## src/hw/rtl/csm_pkg.sv

```systemverilog
package csm_pkg;

  localparam int MAX_PATTERN_DEF = 16;

  typedef enum logic [1:0] {
    ACT_CLEAR  = 2'd0,
    ACT_APPEND = 2'd1,
    ACT_TEXT   = 2'd2,
    ACT_END    = 2'd3
  } action_t;

  typedef struct packed {
    action_t    action;
    logic [7:0] data_byte;
  } item_t;

  typedef struct packed {
    logic found;
    logic pattern_overflow;
  } result_t;

  // Word handed from the input register to the matcher when it is consumed.
  typedef struct packed {
    logic       go;
    action_t    action;
    logic [7:0] data_byte;
  } cmd_t;

  typedef struct packed {
    logic found;
    logic overflow;
  } status_t;

  // ASCII upper-case letters fold to lower case; every other value passes.
  function automatic logic [7:0] fold_case(input logic [7:0] b);
    logic [7:0] r;
    r = b;
    if (b >= 8'h41 && b <= 8'h5A) begin
      r = b + 8'h20;
    end
    return r;
  endfunction

endpackage

```

## src/hw/rtl/csm_matcher.sv

```systemverilog
module csm_matcher #(
  parameter int MAX_PATTERN = csm_pkg::MAX_PATTERN_DEF
) (
  input  logic             clk,
  input  logic             rst,
  input  csm_pkg::cmd_t    cmd,
  output csm_pkg::status_t status
);
  import csm_pkg::*;

  localparam int LEN_W = $clog2(MAX_PATTERN + 1);

  // The pattern is held newest byte first, so entry w always lines up with
  // window entry w and every compare sits at a fixed place.
  logic [7:0]       pattern_rev [MAX_PATTERN];
  logic [7:0]       text_window [MAX_PATTERN];
  logic [7:0]       window_next [MAX_PATTERN];
  logic [LEN_W-1:0] pattern_length;
  logic [LEN_W-1:0] text_seen;
  logic [LEN_W-1:0] text_seen_next;
  logic             match_flag;
  logic             overflow_flag;
  logic [7:0]       folded;
  logic [MAX_PATTERN-1:0] hit;
  logic             window_match;
  logic             pattern_full;
  logic             do_append;
  logic             do_text;

  assign folded       = fold_case(cmd.data_byte);
  assign pattern_full = (pattern_length == LEN_W'(MAX_PATTERN));
  assign do_append    = cmd.go && (cmd.action == ACT_APPEND) && !pattern_full;
  assign do_text      = cmd.go && (cmd.action == ACT_TEXT);

  assign text_seen_next = (text_seen == LEN_W'(MAX_PATTERN)) ? text_seen
                                                             : text_seen + 1'b1;

  assign window_next[0] = folded;
  for (genvar k = 1; k < MAX_PATTERN; k++) begin : g_wnext
    assign window_next[k] = text_window[k-1];
  end

  for (genvar w = 0; w < MAX_PATTERN; w++) begin : g_cmp
    assign hit[w] = (LEN_W'(w) >= pattern_length) || (window_next[w] == pattern_rev[w]);
  end

  assign window_match = (pattern_length != '0) && (text_seen_next >= pattern_length) && (&hit);

  always_ff @(posedge clk) begin
    if (do_append) begin
      pattern_rev[0] <= folded;
    end
    if (do_text) begin
      text_window[0] <= folded;
    end
  end

  for (genvar k = 1; k < MAX_PATTERN; k++) begin : g_shift
    always_ff @(posedge clk) begin
      if (do_append) begin
        pattern_rev[k] <= pattern_rev[k-1];
      end
      if (do_text) begin
        text_window[k] <= text_window[k-1];
      end
    end
  end

  always_ff @(posedge clk) begin
    if (rst) begin
      pattern_length <= '0;
      text_seen      <= '0;
      match_flag     <= 1'b0;
      overflow_flag  <= 1'b0;
    end else if (cmd.go) begin
      unique case (cmd.action)
        ACT_CLEAR: begin
          pattern_length <= '0;
          text_seen      <= '0;
          match_flag     <= 1'b0;
          overflow_flag  <= 1'b0;
        end
        ACT_APPEND: begin
          if (pattern_full) begin
            overflow_flag <= 1'b1;
          end else begin
            pattern_length <= pattern_length + 1'b1;
          end
        end
        ACT_TEXT: begin
          text_seen <= text_seen_next;
          if (window_match) begin
            match_flag <= 1'b1;
          end
        end
        ACT_END: begin
          text_seen  <= '0;
          match_flag <= 1'b0;
        end
        default: begin
        end
      endcase
    end
  end

  // An empty pattern matches any text, the empty one included.
  assign status.found    = match_flag || (pattern_length == '0);
  assign status.overflow = overflow_flag;

endmodule

```

## src/hw/rtl/caseless_substring_matcher.sv

```systemverilog
// Caseless substring matcher.
// An item is registered on acceptance and then acted on; an end word's
// result is registered once the result slot frees. Throughput: one word per cycle,
// set by the parallel window compare, while no end word waits for the result slot.
// Reset (rst, synchronous, active high) empties both registers and clears the
// pattern length, text count and flags; the byte stores are not cleared.
module caseless_substring_matcher #(
  parameter int MAX_PATTERN = csm_pkg::MAX_PATTERN_DEF
) (
  input  logic             clk,
  input  logic             rst,
  input  logic             item_valid,
  output logic             item_ready,
  input  csm_pkg::item_t   item,
  output logic             result_valid,
  input  logic             result_ready,
  output csm_pkg::result_t result
);
  import csm_pkg::*;

  item_t   in_q;
  logic    in_full;
  result_t out_q;
  logic    out_full;
  logic    out_free;
  logic    stage_go;
  cmd_t    cmd;
  status_t status;

  // An end word waits in the input register until the result slot frees up;
  // every other word moves on at once.
  assign out_free   = !out_full || result_ready;
  assign stage_go   = in_full && ((in_q.action != ACT_END) || out_free);
  assign item_ready = !in_full || stage_go;

  assign cmd.go        = stage_go;
  assign cmd.action    = in_q.action;
  assign cmd.data_byte = in_q.data_byte;

  csm_matcher #(
    .MAX_PATTERN(MAX_PATTERN)
  ) u_matcher (
    .clk    (clk),
    .rst    (rst),
    .cmd    (cmd),
    .status (status)
  );

  always_ff @(posedge clk) begin
    if (rst) begin
      in_full <= 1'b0;
    end else if (item_valid && item_ready) begin
      in_full <= 1'b1;
    end else if (stage_go) begin
      in_full <= 1'b0;
    end
  end

  always_ff @(posedge clk) begin
    if (item_valid && item_ready) begin
      in_q <= item;
    end
  end

  always_ff @(posedge clk) begin
    if (rst) begin
      out_full <= 1'b0;
    end else if (stage_go && (in_q.action == ACT_END)) begin
      out_full <= 1'b1;
    end else if (result_ready) begin
      out_full <= 1'b0;
    end
  end

  always_ff @(posedge clk) begin
    if (stage_go && (in_q.action == ACT_END)) begin
      out_q.found            <= status.found;
      out_q.pattern_overflow <= status.overflow;
    end
  end

  assign result_valid = out_full;
  assign result       = out_q;

endmodule
```

## config.mk

```make
export PLATFORM = sky130hd
export DESIGN_NAME = caseless_substring_matcher
export DESIGN_NICKNAME = d
export VERILOG_FILES = /design/src/hw/rtl/csm_pkg.sv /design/src/hw/rtl/csm_matcher.sv /design/src/hw/rtl/caseless_substring_matcher.sv
export SDC_FILE = /design/constraint.sdc
export NUM_CORES = 1
export LEC_CHECK = 0
export BUFFER_PORTS_ARGS = -buffer_cell sky130_fd_sc_hd__buf_2
export CAP_MARGIN = 20
export CORE_ASPECT_RATIO = 0.5
export CORE_UTILIZATION = 62
export CTS_CLUSTER_DIAMETER = 80
export DETAILED_ROUTE_END_ITERATION = 16
export GPL_TIMING_DRIVEN = 0
export PLACE_DENSITY = 0.88
export SETUP_SLACK_MARGIN = 0.15
export SLEW_MARGIN = 25
export SYNTH_ARGS = -nofsm -noshare
export SYNTH_HDL_FRONTEND = slang
export SYNTH_SLANG_ARGS = --single-unit
```

## constraint.sdc

```tcl
create_clock -name clk -period 5.4 [get_ports clk]
set_input_delay 0.54 -clock clk [delete_from_list [all_inputs] [get_ports clk]]
set_output_delay 0.54 -clock clk [all_outputs]
set_load 0.02 [all_outputs]
```

==> flow_metrics.py <==
metrics = {
    "outcome": {
        "status": "finished, final reports clean",
    },
    "floorplan": {
        "dieWidth_um": 185,
        "fp-row-count": 32,
        "fp.dieH_um": 93.5,
        "start_util_pct": 65.4,
        "core_area_sq_um": 15900,
        "io-pin-count": 18,
        "dieArea_sq_um": 17300,
    },
    "timing": {
        "maxSlewViolCount": 0,
        "holdWs_ns": 0.212,
        "setup_violations": 0,
        "rsz0062_at_grt": "no",
        "worstMarginPinSlew_ns": 0.706,
        "min_period_ns": 3.03,
        "fin_skew_ns": 0.0106,
        "finalCritPeriodShare_pct": 56.0,
        "relSlewSlack_pct": 52.8,
        "hold_violations": 0,
        "fmax_mhz": 330,
    },
    "logic_synthesis": {
        "async_flop_share_pct": 0,
        "synth_warnings": 0,
        "synth.distinct_cells": 46,
        "ys.flop_type": "edfxtp_1",
        "synth_nets": 616,
        "synth-edff-count": 260,
        "ys_seq_elements": 274,
        "syn_avg_cell_area_sq_um": 17.7,
        "ys_seq_area_share_pct": 78.0,
        "syn-cell-area_sq_um": 10400,
        "syn_inst": 587,
    },
    "clocking": {
        "clock_sinks": 274,
        "clock_path_buffers": 3,
        "worstSkewPairLatency_ns": 0.50,
        "ctsHtreeMaxLevel": 1,
        "cts_root_buffer": "clkbuf_16",
        "cts-hold-fix-buffers": 0,
        "cts_buffers": 22,
        "cts_tree": "done",
        "postCtsResizedCells": 0,
        "post_cts_buffers": 0,
        "clkTransAtPathRegs_ns": 0.07,
    },
    "drt": {
        "ant_nets": 0,
        "drt-total-wl_um": 16300,
        "drt_iter0_markers": 427,
        "vias": 4944,
        "dr.pass1.iters": 5,
        "routedWlPerCell_um": 18.8,
        "drc_errors": 0,
        "viasPerCell": 5.70,
    },
    "critical_path": {
        "r2r_end": "u_matcher.match_flag$_SDFFE_PP0P_",
        "critPathArrivalTime_ns": 3.42,
        "crit_required_ns": 5.79,
        "r2r_start": "cmd[8]$_DFFE_PP_",
        "crit_type": "reg -> reg",
        "r2r_slack_ns": 2.37,
        "cp-end-kind": "flop",
        "reg2regPathDepth": 8,
        "startpoint_type": "flop",
        "crit_fanout": 49,
    },
    "global_routing": {
        "grt_usage_pct": 19.8,
        "grt_pass1_wl_um": 25500,
        "antenna_found_initial": 0,
        "grt_pass1_vias": 5079,
        "overflow": 0,
        "grt_start_max_net_pins": 50,
    },
    "worst_hold_path": {
        "hp-class": "in -> reg",
        "min_from": "item[9]",
        "hold_depth": 1,
        "hold_end": "cmd[9]$_DFFE_PP_",
    },
    "finish": {
        "num_antenna_cells": 0,
        "drive_gt1_share_pct": 9.12,
        "design_area_sq_um": 11500,
        "fillers": 924,
        "nets": 661,
        "area.growth.synth_to_final_pct": 11.2,
        "stdcell_count": 868,
        "seqCellArea_sq_um": 8090,
        "multiInputGateArea_sq_um": 2260,
    },
    "placement": {
        "post_dp_cell_area_sq_um": 10800,
        "post-dp-hpwl_um": 10700,
        "dp_cells": 829,
        "gp_congestion": 0.857,
        "numPortBuffers": 16,
    },
    "run": {
        "drv_cap": 0,
    },
    "pwr": {
        "ir_drop_mv": 0.297,
        "power_density_nw_per_um2": 348,
        "p_leak_nw": 3.63,
    },
}
[synthesized netlist by cell type (4+ instances only)]
cell type / number / share of area (%)
a21oi_1: 14 / 0.68
nand2_1: 20 / 0.72
nor4_1: 11 / 0.66
edfxtp_1: 260 / 75
ha_1: 15 / 1.8
xnor2_1: 98 / 8.3
nand4_1: 24 / 1.4
dfxtp_1: 14 / 2.7
xor2_1: 36 / 3.0
nor2_1: 22 / 0.80
nor3_1: 4 / 0.19
nand3_1: 12 / 0.58
inv_1: 8 / 0.29
[metrics by stage]
| stage | setup WS [ns] | TNS, ns | util (%) | power [mW] |
|---|---|---|---|---|
| after detailed placement | 2.36 | 0 | 68.4 | 2.51 |
| after global placement | -0.746 | -84.75 | 67.7 | 2.50 |
| after floorplan | 0.639 | 0 | - | 2.48 |
| after CTS | 2.38 | 0 | 72.8 | 4.04 |
| after global routing | 2.28 | 0 | 72.8 | 4.12 |
| final | 2.37 | 0 | 72.8 | 4.01 |
[cells in the final DEF, fill, tap and decap left out, types with 5 or more instances in the layout]
cell type	synthesis	layout
a21oi_1	14	14
buf_12	0	5
buf_2	0	16
clkbuf_1	1	8
clkbuf_16	0	23
clkinv_1	0	6
dfxtp_1	14	14
edfxtp_1	260	260
ha_1	15	15
inv_1	8	8
nand2_1	20	20
nand3_1	12	12
nand4_1	24	24
nor2_1	22	22
nor4_1	11	11
xnor2_1	98	98
xor2_1	36	36
[worst max-delay path, cell delays in order, from the launching register on]
cell	delay, ns
edfxtp_1	0.43
ha_1	0.29
nand2_1	0.15
and3_4	0.64
buf_12	0.30
a21boi_0	0.24
o2111ai_2	0.19
o32a_1	0.40
o221a_1	0.22
[cell families (layout without fill, tap and decap cells)]
| logic type | count (synthesis) | in the layout | synth area share [%] |
|---|---|---|---|
| AND/OR/NAND/NOR | 106 | 106 | 5.30 |
| adder cells (fa/ha/maj) | 15 | 15 | 1.81 |
| AO/OA/AOI/OAI | 45 | 45 | 3.08 |
| multiplexers | 1 | 1 | 0.0965 |
| buffers and inverters | 12 | 72 | 0.434 |
| XOR/XNOR | 134 | 134 | 11.3 |
| flip-flops | 274 | 274 | 78.0 |
[worst max path at each step]
stage | start | to | slack [ns] | depth (start not counted)
after detailed placement | result_ready | u_matcher.match_flag$_SDFFE_PP0P_ | 2.36 | 9
final | cmd[8]$_DFFE_PP_ | u_matcher.match_flag$_SDFFE_PP0P_ | 2.37 | 8
after global placement | result_ready | u_matcher.match_flag$_SDFFE_PP0P_ | -0.75 | 8
after global routing | cmd[8]$_DFFE_PP_ | u_matcher.match_flag$_SDFFE_PP0P_ | 2.28 | 8
after floorplan | cmd[8]$_DFFE_PP_ | u_matcher.match_flag$_SDFFE_PP0P_ | 0.64 | 7
after CTS | cmd[8]$_DFFE_PP_ | u_matcher.match_flag$_SDFFE_PP0P_ | 2.38 | 8
[per-layer routing]
metal  global-route usage, %  wire [um]  up-vias
met4                    6.06        362        0
met1                    24.2       6420     2445
met2                    36.0       8610      153
met5                       0          0        -
li1                        -          -     2309
met3                    3.89        910       37
[power breakdown]
| part | switching, mW | total, mW | internal, mW |
|---|---|---|---|
| combinational | 0.0542 | 0.0908 | 0.0366 |
| sequential | 0.0247 | 2.37 | 2.35 |
| clock | 0.673 | 1.55 | 0.875 |
[sequential cells by signal (all words and copies together) (netlist names)]
signal	count
result	2
cmd	10
u_matcher.match_flag	1
u_matcher.text_seen	5
u_matcher.text_window	120
u_matcher.overflow_flag	1
in_full	1
u_matcher.pattern_rev	128
u_matcher.pattern_length	5
result_valid	1
[area by class of cell]
class / instances / share of cell area (%)
flip-flops and latches: 274 / 70.1
clock inverters: 9 / 0.759
inverters: 11 / 0.358
well taps: 221 / 2.40
repair buffers: 21 / 1.56
plain buffers: 1 / 0.0325
clock buffers: 30 / 5.22
multi-input cells: 301 / 19.6
No activity file was read; power rests on OpenSTA's default activity.
